<file path="src/hw/rtl/bat_pkg.sv">
// Shared types and constants of the bouquet association section parser.
package bat_pkg;

  localparam int MaxSectionsDef = 256;
  localparam int SecW           = 8;
  localparam int RowW           = 32;
  localparam int RowSelW        = 5;
  localparam int CfgAddrW       = 3;
  localparam int OutDataW       = 40;

  localparam logic [0:0] RegTableId = 1'b0;
  localparam logic [7:0] TableIdRst = 8'd74;

  typedef enum logic [1:0] {
    ST_NEW      = 2'd0,
    ST_COMPLETE = 2'd1,
    ST_DUP      = 2'd2,
    ST_OTHER    = 2'd3
  } status_e;

  typedef enum logic {
    KIND_STATUS = 1'b0,
    KIND_DESC   = 1'b1
  } kind_e;

  // parser -> section tracker
  typedef struct packed {
    logic            start;
    logic            clear;
    logic [SecW-1:0] sec;
    logic [SecW-1:0] last;
  } trk_cmd_t;

  // section tracker -> parser
  typedef struct packed {
    logic    busy;
    logic    done;
    status_e status;
  } trk_rsp_t;

  // one result item
  typedef struct packed {
    kind_e       kind;
    status_e     status;
    logic [7:0]  byte_out;
    logic [7:0]  tag;
    logic [15:0] stream;
    logic        first;
    logic        last;
  } res_t;

endpackage

</file>
<file path="src/hw/rtl/bat_seen_tracker.sv">
// Section-seen bitmap held in a row memory, with duplicate test and completion scan.
module bat_seen_tracker #(
  parameter int MAX_SECTIONS = bat_pkg::MaxSectionsDef
) (
  input  logic               clk_i,
  input  logic               rst_ni,
  input  bat_pkg::trk_cmd_t  cmd_i,
  output bat_pkg::trk_rsp_t  rsp_o
);
  import bat_pkg::*;

  localparam int NRows   = (MAX_SECTIONS + RowW - 1) / RowW;
  localparam int RowIdxW = (NRows > 1) ? $clog2(NRows) : 1;

  typedef enum logic [2:0] {
    T_IDLE = 3'b001,
    T_LOOK = 3'b010,
    T_SCAN = 3'b100
  } trk_state_e;

  logic [RowW-1:0] mem [NRows];

  trk_state_e         state_q, state_d;
  logic [SecW-1:0]    sec_q, lim_q;
  logic [RowIdxW-1:0] row_q, row_d;
  logic [NRows-1:0]   valid_q;
  logic [RowW-1:0]    rdata_q, fwd_data_q;
  logic               rvalid_q, fwd_q;

  logic               re, we, clr_all, done;
  logic [RowIdxW-1:0] ra, wa, lim_row;
  logic [RowW-1:0]    wd, eff, mask, bit_mask;
  logic               in_range;
  logic [SecW-1:0]    lim_new;
  status_e            status;

  // row contents as seen this cycle: forwarded write, else memory, else cleared
  assign eff      = fwd_q ? fwd_data_q : (rvalid_q ? rdata_q : '0);
  assign bit_mask = RowW'(1) << sec_q[RowSelW-1:0];
  assign lim_row  = RowIdxW'(lim_q >> RowSelW);
  assign mask     = (row_q == lim_row) ?
                    ~(({RowW{1'b1}} << 1) << lim_q[RowSelW-1:0]) : {RowW{1'b1}};
  assign wa       = RowIdxW'(sec_q >> RowSelW);
  assign wd       = eff | bit_mask;

  assign in_range = {1'b0, cmd_i.sec} < (SecW+1)'(MAX_SECTIONS);
  assign lim_new  = ({1'b0, cmd_i.last} > (SecW+1)'(MAX_SECTIONS - 1)) ?
                    SecW'(MAX_SECTIONS - 1) : cmd_i.last;

  always_comb begin
    state_d = state_q;
    row_d   = row_q;
    re      = 1'b0;
    ra      = row_q;
    we      = 1'b0;
    clr_all = 1'b0;
    done    = 1'b0;
    status  = ST_NEW;
    case (state_q)
      T_IDLE: begin
        if (cmd_i.clear) begin
          clr_all = 1'b1;
        end else if (cmd_i.start) begin
          re = 1'b1;
          if (in_range) begin
            ra      = RowIdxW'(cmd_i.sec >> RowSelW);
            state_d = T_LOOK;
          end else begin
            ra      = '0;
            row_d   = '0;
            state_d = T_SCAN;
          end
        end
      end
      T_LOOK: begin
        if ((eff & bit_mask) != '0) begin
          done    = 1'b1;
          status  = ST_DUP;
          state_d = T_IDLE;
        end else begin
          we      = 1'b1;
          re      = 1'b1;
          ra      = '0;
          row_d   = '0;
          state_d = T_SCAN;
        end
      end
      T_SCAN: begin
        if ((eff & mask) != mask) begin
          done    = 1'b1;
          status  = ST_NEW;
          state_d = T_IDLE;
        end else if (row_q == lim_row) begin
          done    = 1'b1;
          status  = ST_COMPLETE;
          clr_all = 1'b1;
          state_d = T_IDLE;
        end else begin
          re      = 1'b1;
          ra      = RowIdxW'(row_q + 1'b1);
          row_d   = RowIdxW'(row_q + 1'b1);
        end
      end
      default: begin
        state_d = T_IDLE;
      end
    endcase
  end

  always_ff @(posedge clk_i) begin
    if (we) begin
      mem[wa] <= wd;
    end
    if (re) begin
      rdata_q <= mem[ra];
    end
    if (we) begin
      fwd_data_q <= wd;
    end
    if (state_q == T_IDLE && cmd_i.start) begin
      sec_q <= cmd_i.sec;
      lim_q <= lim_new;
    end
  end

  always_ff @(posedge clk_i or negedge rst_ni) begin
    if (!rst_ni) begin
      state_q  <= T_IDLE;
      row_q    <= '0;
      valid_q  <= '0;
      rvalid_q <= 1'b0;
      fwd_q    <= 1'b0;
    end else begin
      state_q <= state_d;
      row_q   <= row_d;
      if (re) begin
        rvalid_q <= valid_q[ra];
        fwd_q    <= we && (wa == ra);
      end
      if (clr_all) begin
        valid_q <= '0;
      end else if (we) begin
        valid_q[wa] <= 1'b1;
      end
    end
  end

  assign rsp_o.busy   = (state_q != T_IDLE);
  assign rsp_o.done   = done;
  assign rsp_o.status = status;

  a_start_idle: assert property (@(posedge clk_i) disable iff (!rst_ni)
    cmd_i.start |-> state_q == T_IDLE)
    else $error("tracker started while busy");

  a_complete_clears: assert property (@(posedge clk_i) disable iff (!rst_ni)
    rsp_o.done && rsp_o.status == ST_COMPLETE |=> valid_q == '0)
    else $error("bitmap not cleared after subtable complete");

  a_dup_on_lookup: assert property (@(posedge clk_i) disable iff (!rst_ni)
    rsp_o.done && rsp_o.status == ST_DUP |-> state_q == T_LOOK)
    else $error("duplicate reported outside lookup");

endmodule

</file>
<file path="src/hw/rtl/bat_section_descriptor_parser.sv">
// Top level: bouquet association section byte parser with descriptor byte output.
//
// Takes one section byte per item and reports on header byte 7 whether the
// section is new, completes its subtable, is a duplicate or belongs to another
// table; for new and completing sections every byte of every transport
// descriptor is then emitted, tagged with its descriptor tag and the transport
// stream id. Items are taken while the section tracker is idle and the output
// queue has room. After header byte 7 of a matching section the tracker holds
// the input: on a duplicate for its row lookup, otherwise also for the
// completion scan that reads the section-seen bitmap one 32-bit row per cycle
// from a row memory. The bitmap needs no clearing pass: each row
// has a valid bit that reset, a clear item or a completed subtable drops at
// once. Results go through a two-item output queue, so the input side keeps
// taking items while one result waits for the sink.
module bat_section_descriptor_parser #(
  parameter int MAX_SECTIONS = bat_pkg::MaxSectionsDef
) (
  input  logic                           clk_i,
  input  logic                           rst_ni,
  // input stream
  input  logic                           s_axis_tvalid_i,
  output logic                           s_axis_tready_o,
  input  logic [7:0]                     s_axis_tdata_i,  // [7:0] data_byte
  input  logic [1:0]                     s_axis_tuser_i,  // [0] op, [1] section_start
  // result stream
  output logic                           m_axis_tvalid_o,
  input  logic                           m_axis_tready_i,
  // [1:0] status, [9:2] byte_out, [17:10] descriptor_tag, [33:18] stream_id,
  // [34] desc_first, [39:35] zero
  output logic [bat_pkg::OutDataW-1:0]   m_axis_tdata_o,
  output logic                           m_axis_tuser_o,  // [0] kind
  output logic                           m_axis_tlast_o,  // desc_last
  // configuration
  input  logic                           psel,
  input  logic                           penable,
  input  logic                           pwrite,
  input  logic [bat_pkg::CfgAddrW-1:0]   paddr,
  input  logic [31:0]                    pwdata,
  output logic [31:0]                    prdata,
  output logic                           pready
);
  import bat_pkg::*;

  typedef enum logic [6:0] {
    P_IDLE  = 7'b0000001,
    P_HEAD  = 7'b0000010,
    P_OTHER = 7'b0000100,
    P_SKIP  = 7'b0001000,
    P_TSLEN = 7'b0010000,
    P_ENTRY = 7'b0100000,
    P_DESC  = 7'b1000000
  } phase_e;

  // configuration register
  logic [7:0] table_id_q;
  logic       cfg_sel;

  assign pready  = 1'b1;
  assign cfg_sel = (paddr[CfgAddrW-1] == RegTableId);
  assign prdata  = cfg_sel ? {24'b0, table_id_q} : '0;

  always_ff @(posedge clk_i or negedge rst_ni) begin
    if (!rst_ni) begin
      table_id_q <= TableIdRst;
    end else if (psel && penable && pwrite && pready && cfg_sel) begin
      table_id_q <= pwdata[7:0];
    end
  end

  // parser state
  phase_e      phase_q, phase_d;
  logic [3:0]  idx_q, idx_d;
  logic [11:0] skip_q, skip_d;
  logic [13:0] ts_q, ts_d;      // two's complement loop counters
  logic [13:0] dl_q, dl_d;
  logic [15:0] stream_q, stream_d;
  logic [7:0]  tag_q, tag_d;
  logic [7:0]  dbl_q, dbl_d;
  logic [7:0]  hold_q, hold_d;

  logic [13:0] ts_dec, dl_dec;
  logic        ts_end, dl_end;
  logic [7:0]  dbl_next;
  logic [7:0]  b;
  logic        acc, op_clr, sec_start;

  trk_cmd_t    trk_cmd;
  trk_rsp_t    trk_rsp;

  // output queue
  res_t        head_q, tail_q, push_res;
  logic [1:0]  cnt_q;
  logic        push, pop;

  assign b         = s_axis_tdata_i;
  assign op_clr    = s_axis_tuser_i[0];
  assign sec_start = s_axis_tuser_i[1];
  assign s_axis_tready_o = !trk_rsp.busy && (cnt_q != 2'd2);
  assign acc       = s_axis_tvalid_i && s_axis_tready_o;

  // loop counters as they stand after this byte; a loop ends at zero or below
  assign ts_dec   = ts_q - 14'd1;
  assign dl_dec   = dl_q - 14'd1;
  assign ts_end   = ts_dec[13] || (ts_dec == '0);
  assign dl_end   = dl_dec[13] || (dl_dec == '0);
  assign dbl_next = (dbl_q != '0) ? dbl_q - 8'd1 : dbl_q;

  always_comb begin
    phase_d  = phase_q;
    idx_d    = idx_q;
    skip_d   = skip_q;
    ts_d     = ts_q;
    dl_d     = dl_q;
    stream_d = stream_q;
    tag_d    = tag_q;
    dbl_d    = dbl_q;
    hold_d   = hold_q;
    push     = 1'b0;
    push_res = '0;
    trk_cmd  = '0;

    if (trk_rsp.done) begin
      push            = 1'b1;
      push_res.kind   = KIND_STATUS;
      push_res.status = trk_rsp.status;
      if (trk_rsp.status == ST_DUP) begin
        phase_d = P_IDLE;
      end
    end

    if (acc) begin
      if (op_clr) begin
        trk_cmd.clear = 1'b1;
      end else if (sec_start) begin
        phase_d = (b == table_id_q) ? P_HEAD : P_OTHER;
        idx_d   = 4'd1;
      end else begin
        case (phase_q)
          P_OTHER: begin
            if (idx_q == 4'd7) begin
              phase_d         = P_IDLE;
              push            = 1'b1;
              push_res.kind   = KIND_STATUS;
              push_res.status = ST_OTHER;
            end else begin
              idx_d = idx_q + 4'd1;
            end
          end
          P_HEAD: begin
            case (idx_q)
              4'd6, 4'd8: begin
                hold_d = b;
                idx_d  = idx_q + 4'd1;
              end
              4'd7: begin
                // section number and last section number go to the tracker
                trk_cmd.start = 1'b1;
                trk_cmd.sec   = hold_q;
                trk_cmd.last  = b;
                idx_d         = idx_q + 4'd1;
              end
              4'd9: begin
                skip_d  = {hold_q[3:0], b};
                idx_d   = '0;
                phase_d = ({hold_q[3:0], b} == 12'd0) ? P_TSLEN : P_SKIP;
              end
              default: begin
                idx_d = idx_q + 4'd1;
              end
            endcase
          end
          P_SKIP: begin
            if (skip_q <= 12'd1) begin
              skip_d  = '0;
              phase_d = P_TSLEN;
              idx_d   = '0;
            end else begin
              skip_d = skip_q - 12'd1;
            end
          end
          P_TSLEN: begin
            if (idx_q == 4'd0) begin
              hold_d = b;
              idx_d  = 4'd1;
            end else begin
              ts_d = {2'b00, hold_q[3:0], b};
              if ({hold_q[3:0], b} == 12'd0) begin
                phase_d = P_IDLE;
              end else begin
                phase_d = P_ENTRY;
                idx_d   = '0;
              end
            end
          end
          P_ENTRY: begin
            ts_d = ts_dec;
            if (idx_q == 4'd0 || idx_q == 4'd4) begin
              hold_d = b;
              idx_d  = idx_q + 4'd1;
            end else if (idx_q == 4'd1) begin
              stream_d = {hold_q, b};
              idx_d    = idx_q + 4'd1;
            end else if (idx_q == 4'd5) begin
              dl_d = {2'b00, hold_q[3:0], b};
              if ({hold_q[3:0], b} == 12'd0) begin
                if (ts_end) begin
                  phase_d = P_IDLE;
                end else begin
                  idx_d = '0;
                end
              end else begin
                phase_d = P_DESC;
                idx_d   = '0;
              end
            end else begin
              idx_d = idx_q + 4'd1;
            end
          end
          P_DESC: begin
            ts_d              = ts_dec;
            dl_d              = dl_dec;
            push              = 1'b1;
            push_res.kind     = KIND_DESC;
            push_res.status   = ST_NEW;
            push_res.byte_out = b;
            push_res.tag      = tag_q;
            push_res.stream   = stream_q;
            if (idx_q == 4'd0) begin
              tag_d          = b;
              push_res.tag   = b;
              push_res.first = 1'b1;
              idx_d          = 4'd1;
            end else if (idx_q == 4'd1) begin
              dbl_d         = b;
              push_res.last = (b == 8'd0);
              if (b == 8'd0) begin
                // empty descriptor ends on its length byte
                if (!dl_end) begin
                  idx_d = '0;
                end else if (ts_end) begin
                  phase_d = P_IDLE;
                end else begin
                  phase_d = P_ENTRY;
                  idx_d   = '0;
                end
              end else begin
                idx_d = 4'd2;
              end
            end else begin
              dbl_d         = dbl_next;
              push_res.last = (dbl_next == 8'd0);
              if (dbl_next == 8'd0) begin
                if (!dl_end) begin
                  idx_d = '0;
                end else if (ts_end) begin
                  phase_d = P_IDLE;
                end else begin
                  phase_d = P_ENTRY;
                  idx_d   = '0;
                end
              end
            end
          end
          default: begin
            // idle: stray bytes are dropped
          end
        endcase
      end
    end
  end

  always_ff @(posedge clk_i or negedge rst_ni) begin
    if (!rst_ni) begin
      phase_q  <= P_IDLE;
      idx_q    <= '0;
      skip_q   <= '0;
      ts_q     <= '0;
      dl_q     <= '0;
      stream_q <= '0;
      tag_q    <= '0;
      dbl_q    <= '0;
      hold_q   <= '0;
    end else begin
      phase_q  <= phase_d;
      idx_q    <= idx_d;
      skip_q   <= skip_d;
      ts_q     <= ts_d;
      dl_q     <= dl_d;
      stream_q <= stream_d;
      tag_q    <= tag_d;
      dbl_q    <= dbl_d;
      hold_q   <= hold_d;
    end
  end

  bat_seen_tracker #(
    .MAX_SECTIONS(MAX_SECTIONS)
  ) u_seen (
    .clk_i (clk_i),
    .rst_ni(rst_ni),
    .cmd_i (trk_cmd),
    .rsp_o (trk_rsp)
  );

  // two-item output queue, head drives the port
  assign pop = m_axis_tvalid_o && m_axis_tready_i;

  always_ff @(posedge clk_i) begin
    if (pop && cnt_q == 2'd2) begin
      head_q <= tail_q;
    end
    if (push) begin
      if (cnt_q == 2'd0 || (cnt_q == 2'd1 && pop)) begin
        head_q <= push_res;
      end else begin
        tail_q <= push_res;
      end
    end
  end

  always_ff @(posedge clk_i or negedge rst_ni) begin
    if (!rst_ni) begin
      cnt_q <= '0;
    end else begin
      cnt_q <= cnt_q + 2'(push) - 2'(pop);
    end
  end

  assign m_axis_tvalid_o = (cnt_q != 2'd0);
  assign m_axis_tdata_o  = {5'b0, head_q.first, head_q.stream, head_q.tag,
                            head_q.byte_out, head_q.status};
  assign m_axis_tuser_o  = head_q.kind;
  assign m_axis_tlast_o  = head_q.last;

  a_queue_bound: assert property (@(posedge clk_i) disable iff (!rst_ni)
    cnt_q != 2'd3)
    else $error("output queue overfilled");

  a_no_take_in_scan: assert property (@(posedge clk_i) disable iff (!rst_ni)
    acc |-> !trk_rsp.busy)
    else $error("item taken during section scan");

  a_status_room: assert property (@(posedge clk_i) disable iff (!rst_ni)
    trk_rsp.done |-> cnt_q != 2'd2 && !acc)
    else $error("no room for section status");

endmodule
</file>
<file path="config.mk">
export PLATFORM = sky130hd
export DESIGN_NAME = bat_section_descriptor_parser
export DESIGN_NICKNAME = d
export VERILOG_FILES = /design/src/hw/rtl/bat_pkg.sv /design/src/hw/rtl/bat_seen_tracker.sv /design/src/hw/rtl/bat_section_descriptor_parser.sv
export SDC_FILE = /design/constraint.sdc
export NUM_CORES = 1
export LEC_CHECK = 0
export ABC_AREA = 1
export BUFFER_PORTS_ARGS = -buffer_cell sky130_fd_sc_hd__buf_2
export CORE_ASPECT_RATIO = 0.9
export CORE_UTILIZATION = 50
export DETAILED_ROUTE_END_ITERATION = 12
export GPL_TIMING_DRIVEN = 1
export PLACE_DENSITY_LB_ADDON = 0.12
export REMOVE_ABC_BUFFERS = 1
export SETUP_SLACK_MARGIN = 0.5
export SYNTH_ARGS = -nofsm -noshare
export SYNTH_HDL_FRONTEND = slang
export SYNTH_SLANG_ARGS = --single-unit
</file>
<file path="constraint.sdc">
create_clock -name clk_i -period 8.99 [get_ports clk_i]
set_clock_uncertainty 0.05 [all_clocks]
set_input_delay 2.697 -clock clk_i [delete_from_list [all_inputs] [get_ports clk_i]]
set_output_delay 2.697 -clock clk_i [all_outputs]
set_load 0.1 [all_outputs]
</file>
==> metrics, run 1 <==
status finished clean; fin. max-slew vios 0; initial DRC count 1,516; # diodes 0; CTS Sinks 527; CTS resizes 0; CTS root buffer clkbuf_16; fillers 4,418; hpwl dp ~40,000 microns; CP required between 6000 and 7000 ps; layout cell share with drive strength beyond 1 about 8.5%; worst skew pair latency 610 ps; fin crit period roughly 6100 ps; Placeable Area 0.0496 sq mm; sequential fraction of the synthesis area 58.7%; H-tree depth 2; Crit Path Category primary input to output port; Via density 5.33; fin crit share 68.3%; Layout Nets just under 3k; antenna violations before repair 0; Clk pwr share 30.8%; wire per inst 18.1 microns; CP Launch Type primary input; CTS Hold Bufs 0; port buffer count 72; switching fraction of total power between 30% and 40%; total CTS buffers 54; Placer Congestion 1.00; slew margin rel. 24.0%; power density cells 254 mW/mm^2; row count 77; Tot GR Track Use 25.0%; worst slew pin tran roughly 1100 ps; Final ANT Viol Nets 0; placed cells 3,438; CP endpoint kind output port; Highest Clock Rate 163 MHz; hold crit path type register to register; multi-input logic area 0.00849 sq mm; Critical Path AT around 3400 ps; vias in the first global route 17.9k; Synth Warn # 0; synthesized area per cell 9.13 sq um; most common cell after layout, fill and taps aside nand2_1; logic gate share of total power ~27%; Ports roughly 130; Synth async-reset ratio 22.2%; Design Area, Final approximately 0.028 sq mm; TritonRoute pass-1 iters 5; final setup fails 0; Post-synth EDFFs 373; most frequent cells in the layout 661 x nand2_1, 373 x edfxtp_1, 365 x inv_1; gr ovfl total 0; Max Root-Sink Buffers 3; Final Hold Viols 0; fin util 56.2%; max cap viols 0; Setup TNS 0 ps; routed vias 18.8k; Cells after Synth 2,776; Mapped Area 0.0254 sq mm; Die W about 240 microns; CTS tree built; Clk pin slew, worst setup/hold paths ~60 ps; sequential share of power 42.3%; routed wire length 64,100 microns; placed cell area ~0.026 sq mm; RSZ-0062 raised after global routing no; Synth Flop Type edfxtp_1; setup bufs post-CTS 0; Layout area overhead 10.0%; number of distinct library cells after synthesis 55; Initial Utilization between 50% and 60%; net switching power 2590 uW; Seq. cell area between 0.01 and 0.015 sq mm; Die Height ~220 microns; Die Area 0.0516 sq mm; Finished Layout Cells 3,535; Pleak about 0.012 uW; largest net degree at the start of global routing 174; Residual DRC 0; Worst Path Max Fanout 9; Pint 4490 uW; first-pass GRT wire length 99,300 microns; Yosys reg bits 527; Worst VDD drop 476 uV
-- metrics by stage --
step	setup WS [ps]	hold slack (ps)	power, uW
2_1_floorplan	2290	403	4520
6_report	2850	440	7080
4_1_cts	2850	442	7120
3_3_place_gp	2460	416	4900
3_5_place_dp	2370	426	4940
5_1_grt	2700	463	7400
-- state kept, by name, indices dropped and copies added (netlist names), 3 cells and up --
name,count
u_seen.fwd_data_q,32
ts_q,14
idx_q,4
table_id_q,8
stream_q,16
u_seen.valid_q,8
dbl_q,8
u_seen.lim_q,8
m_axis_tdata_o,35
dl_q,14
u_seen.row_q,3
u_seen.mem,256
tail_q,37
u_seen.sec_q,8
u_seen.state_q,3
tag_q,8
skip_q,12
phase_q,7
u_seen.rdata_q,32
hold_q,8
-- cells by family (layout without fill, tap and decap cells) --
family          after synthesis  count (layout)  share of synthesized area (%)
buf+inv                     514             574                           8.63
xor+xnor                     42              42                           1.45
fa+ha+maj                    15              15                          0.740
flops                       527             527                           58.7
mux                          23              23                          0.923
other cells                   2              30                         0.0296
simple gates               1119            1119                           18.1
compound gates              534             534                           11.4
-- power by group through the flow --
stage	clock [uW]	combinational [uW]	sequential [uW]
after CTS	2220	1900	3000
final	2180	1910	3000
after global routing	2310	2060	3020
after detailed placement	0	1890	3040
after global placement	0	1860	3040
after floorplan	0	912	3610
-- layer usage --
| metal | track usage, % | part of all wire, % |
|---|---|---|
| met5 | 0 | 0 |
| met4 | 8.59 | 3.0 |
| met3 | 3.10 | 4.9 |
| met2 | 41.0 | 48 |
| met1 | 34.2 | 45 |
-- path summary, 6_finish.rpt --
kind / startpoint / end / slack [ps] / cells past startpoint
worst max-delay path: paddr[2] / prdata[0] / 2850 / 3
worst min-delay path: stream_q[3] / stream_q[3] / 440 / 2
worst max register to register: u_seen.sec_q[4] / u_seen.mem[3][7] / 3960 / 15
worst min register to register: stream_q[3] / stream_q[3] / 440 / 2
max in group asynchronous: rst_ni / dl_q[10] / 5340 / 3
min in group asynchronous: rst_ni / tag_q[7] / 1910 / 1
-- critical path, stage by stage --
cell and delay, ps:
buf_2 150, nor2_1 110, buf_2 430
-- area by class of cell --
cell class                      instances  share of cell area, %
Tap cell                              671                   3.01
Sequential cell                       527                   53.3
Inverter                              380                   5.11
Timing Repair Buffer                   97                   2.02
Clock buffer                           65                   4.99
Multi-Input combinational cell       1763                   30.4
Clock inverter                         32                   1.10
-- cells in the mapped netlist (20+ instances only) --
master / instances / area (sq um)
o21ai_1: 122 / 611
nand3_1: 126 / 631
nand2_1: 662 / 2480
xor2_1: 34 / 298
nor2_1: 248 / 931
clkbuf_1: 48 / 180
inv_1: 366 / 1370
buf_2: 32 / 160
dfrtp_1: 112 / 2800
a21oi_1: 160 / 801
mux2i_1: 20 / 200
o22ai_1: 29 / 181
dfxtp_1: 37 / 741
buf_4: 35 / 263
edfxtp_1: 373 / 11200
o21ai_0: 162 / 811
(Power assumes the default switching activity.)
==> inputs of run 2 (changes only) <==
- clock period: 8.99 -> 5 ns (I/O delays scaled with it)
==> metrics, run 2 (synthesis gave the netlist of run 1 again) <==
status finished clean; Ports 129 (unchanged); Worst VDD drop 573 uV (+20%); most frequent cells in the layout 661 x nand2_1, 373 x edfxtp_1, 366 x inv_1; crit-path cells inv_2, nor2_4, nand2_1, nand2_1, inv_1, nand2_1, nand2_1, nor2_1, nand2_1, nor2_4, nand2_2, o21ai_0, nand4_1, inv_1, ha_1, inv_1, ha_1, xnor2_1, xor2_1; Die W 239 microns (unchanged); Initial Utilization 51.1% (unchanged); reg2reg setup slack 980 ps (-2980 ps); hold path depth 2 (unchanged); most common cell after layout, fill and taps aside nand2_1; Critical R2R Launch u_seen.rvalid_q; CP top delay family simple AND/OR/NAND/NOR gates; row count 77 (unchanged); Residual DRC 0 (unchanged); Placer Congestion 0.929 (-7.5%); CTS tree built; slowest stage cell, crit path dfrtp_1; slew margin rel. 27.2% (+3.2 points); antenna violations before repair 0 (unchanged); final setup fails 0 (unchanged); final worst setup slack 983 ps (-1870 ps); fin crit period 4020 ps; wire per inst 18.0 microns (-0.97%); Pleak 0.0123 uW (+0.81%); worst skew pair latency 610 ps (about the same); CP Launch Type register; Biggest register u_seen.mem; Buf+Inv Stages, Crit Path 4 (+2); Via density 5.27 (-1.1%); routed vias 18.7k (-0.47%); CP required 5470 ps (-770 ps); dpl ws 656 ps (-1710 ps); vias in the first global route 18.1k (+0.87%); Final Hold Viols 0 (unchanged); RSZ-0062 raised after global routing no; CP endpoint kind register; Worst Path Max Fanout 24 (+15); largest net degree at the start of global routing 118 (-32%); Placeable Area 0.0496 sq mm (unchanged); Critical Path AT 4490 ps (+1100 ps); Die Area 0.0516 sq mm (unchanged); Tot GR Track Use 25.3% (+0.30 points); Highest Clock Rate between 200 and 250 MHz; fin. max-slew vios 0 (unchanged); CTS root buffer clkbuf_16; hold endpoint hold_q[6]; CTS Sinks 527 (unchanged); total CTS buffers 54 (unchanged); CTS resizes 0 (unchanged); # diodes 0 (unchanged); Die Height 216 microns (unchanged); Layout Nets 2,907 (+0.59%); worst slew pin tran 1080 ps (-56.5 ps); max reg flops 256 (unchanged); Most common cell on crit path nand2_1; r2r endpoint cnt_q[1]; fin crit share between 80 and 90%; Worst Min Path Start hold_q[6]; Crit Path Category register to register; hold_ws 434 ps (-6.54 ps); initial DRC count 1,270 (-16%); power density cells 453 mW/mm^2 (+78%); Final ANT Viol Nets 0 (unchanged); TritonRoute pass-1 iters 5 (unchanged); max cap viols 0 (unchanged); hold crit path type register to register; H-tree depth 2 (unchanged); gr ovfl total 0 (unchanged); port buffer count 72 (unchanged); setup bufs post-CTS 0 (unchanged); worst-case reg-to-reg path depth 19 (+4); fin util 56.6% (+0.34 points); layout cell share with drive strength beyond 1 9.32% (+0.80 points); Clk pin slew, worst setup/hold paths 60 ps (about the same); Layout area overhead 10.7%; CTS Hold Bufs 0 (unchanged); hpwl dp 40,900 microns (+1.4%); first-pass GRT wire length 101,000 microns (+1.3%); Max Root-Sink Buffers 3 (unchanged); CP max stage delay 560 ps (+130 ps); routed wire length 63,800 microns (-0.38%)
[run 2: worst max-delay path by stage]
stage | end | slack (ps) | depth (start not counted) | start
final | cnt_q[1] | 980 | 19 | u_seen.rvalid_q
after floorplan | u_seen.rdata_q[0] | -770 | 17 | u_seen.state_q[0]
after global routing | u_seen.rdata_q[19] | 610 | 20 | u_seen.rvalid_q
after detailed placement | u_seen.rdata_q[19] | 660 | 17 | s_axis_tvalid_i
after CTS | cnt_q[1] | 940 | 19 | u_seen.rvalid_q
after global placement | u_seen.rdata_q[6] | 670 | 16 | s_axis_tvalid_i
[run 2: per-stage QoR]
step / cell area [sq um] / cells / TNS (ps) / power (uW)
4_1_cts: 28100 / 3556 / 0 / 12800
3_3_place_gp: 26400 / 3455 / 0 / 8820
2_1_floorplan: 24700 / 2670 / -202170 / 8120
3_5_place_dp: 26400 / 3455 / 0 / 8880
6_report: 28100 / 3556 / 0 / 12700
5_1_grt: 28100 / 3556 / 0 / 13300
[run 2: worst min-delay path, cell delays in order, from the launching register on]
cell	delay, ps
dfrtp_1	340
nand2_1	50
o21ai_0	60
[run 2: routing by layer]
layer / global-route usage [%] / vias up / wire (microns)
li1: - / 9301 / -
met1: 34.2 / 8886 / 28500
met2: 42.3 / 455 / 30700
met3: 3.10 / 95 / 2950
met4: 8.08 / 0 / 1750
met5: 0 / - / 0
[run 2: area by class of cell]
class                   count  area, sq um
fillers                  4441        21600
flip-flops and latches    527        14900
multi-input cells        1763         8490
clock buffers              68         1460
inverters                 380         1430
well taps                 671          840
repair buffers            114          741
clock inverters            33          239
[run 2: report_power, final]
part	total [uW]	switching, uW	internal [uW]
logic	3430	2650	782
registers	5390	328	5060
clock network	3880	1710	2170
==> inputs of run 3 (changes only) <==
- clock period: 5 -> 4.2 ns (I/O delays scaled with it)
==> metrics, run 3 (synthesis gave the netlist of run 1 again) <==
status finished clean; Placer Congestion 0.970 (+4.5%); Biggest register u_seen.mem; Die Area 0.0516 sq mm (unchanged); Worst Path Max Fanout 19 (-21%); worst slew pin tran 1130 ps (+51.6 ps); Die W 239 microns (unchanged); Layout area overhead 12.9%; crit-path cells buf_4, buf_4, nor2_1, nand2_1, o21ai_0, nor2_1, nand2_1, nor2_2, nand2_2, nand2_1, nand4_1, inv_2, nor2_2, buf_4, o21ai_0; Highest Clock Rate 286 MHz (+15%); final setup fails 0 (unchanged); routed wire length 65,400 microns (+2.5%); Final Hold Viols 0 (unchanged); fin crit share 83.4% (+3.0 points); Die Height 216 microns (unchanged); CP endpoint kind register; RSZ-0062 raised after global routing yes; Worst VDD drop 829 uV (+45%); hold_ws 436 ps (+2.51 ps); worst skew pair latency 620 ps (about the same); CP max stage delay 640 ps (+80 ps); first-pass GRT wire length 101,000 microns (+0.40%); CP required 4640 ps (-830 ps); row count 77 (unchanged); Critical path origin u_seen.sec_q[3]; most frequent cells in the layout 659 x nand2_1, 373 x edfxtp_1, 364 x inv_1; CTS Hold Bufs 0 (unchanged); Residual DRC 0 (unchanged); wire per inst 18.3 microns (+1.8%); Critical Path AT 3950 ps (-540 ps); total CTS buffers 54 (unchanged); hold crit path type register to register; antenna violations before repair 0 (unchanged); Max Root-Sink Buffers 3 (unchanged); CTS Sinks 527 (unchanged); hpwl dp 41,200 microns (+0.68%); vias in the first global route 18.2k (+0.27%); power density cells 539 mW/mm^2 (+19%); Initial Utilization 51.1% (unchanged); most common cell after layout, fill and taps aside nand2_1; TritonRoute pass-1 iters 6 (+1); fin. max-slew vios 0 (unchanged); routed vias 19.0k (+1.5%); Ports 129 (unchanged); Layout Nets 2,931 (+0.83%); slew margin rel. 24.3% (-2.9 points); max cap viols 0 (unchanged); gr ovfl total 0 (unchanged); Crit Path Category register to register; port buffer count 72 (unchanged); largest net degree at the start of global routing 78 (-34%); H-tree depth 2 (unchanged); slowest stage cell, crit path nor2_2; layout cell share with drive strength beyond 1 10.5% (+1.2 points); Pleak 0.0125 uW (+2.0%); max reg flops 256 (unchanged); Tot GR Track Use 25.5% (+0.25 points); Placeable Area 0.0496 sq mm (unchanged); CTS root buffer clkbuf_16; Worst Min Path Start hold_q[4]; Critical R2R Launch u_seen.sec_q[3]; Via density 5.31 (+0.79%); fin crit period 3500 ps (-515 ps); CP Launch Type register; Final ANT Viol Nets 0 (unchanged); fin util 57.7% (+1.1 points); Clk pin slew, worst setup/hold paths 60 ps (about the same); CTS tree built; initial DRC count 1,577 (+24%)
run 3: area by class of cell:
cell class / count / area, sq um
fill: 4350 / 21000
multi-input combinational: 1765 / 8540
tap: 671 / 840
clock buffer: 66 / 1410
antenna: 1 / 2.50
timing repair buffer: 136 / 1130
inverter: 380 / 1430
clock inverter: 36 / 412
sequential: 527 / 14900
run 3: what timing repair did:
action,in CTS,in global routing
resized for setup,3,13
setup buffers,1,6
hold endpoints to repair,0,0
pin swaps,1,1
setup endpoints to repair,53,96
cloned,1,2
run 3: per-stage QoR:
step	setup TNS [ps]	worst slack [ps]	instances	power, uW	area, sq um
CTS	0	477	3573	15500	28500
floorplan	-521160	-1570	2670	9670	24700
global route	0	430	3581	16100	28600
detailed placement	0	171	3469	10600	26600
finish	0	698	3582	15400	28600
global placement	0	196	3469	10500	26600
run 3: layer usage:
layer,routed length (microns),up-vias,part of all wire (%),GRT usage (%)
met5,0,-,0,0
met4,2280,0,3.5,9.87
met3,3310,127,5.1,3.35
met2,31100,536,47,41.6
met1,28800,9011,44,34.7
li1,-,9349,-,-
run 3: path summary, 6_finish.rpt:
| path | to | slack, ps | cells past startpoint |
|---|---|---|---|
| worst max-delay path | m_axis_tdata_o[20] | 700 | 15 |
| worst min-delay path | hold_q[4] | 440 | 2 |
| worst max register to register | m_axis_tdata_o[20] | 700 | 15 |
| worst min register to register | hold_q[4] | 440 | 2 |
| max in group asynchronous | table_id_q[1] | 2620 | 2 |
| min in group asynchronous | tag_q[5] | 630 | 1 |
run 3: power breakdown:
part	internal, uW	switching, uW	total [uW]
clock network	2830	2070	4900
registers	6030	386	6410
logic	946	3160	4100
run 3: critical path, delay by kind of cell, from the launching register on:
| family | cells | cell delay, ps |
|---|---|---|
| compound gates | 2 | 320 |
| simple gates | 9 | 1670 |
| buf+inv | 4 | 800 |
| flops | 1 | 520 |
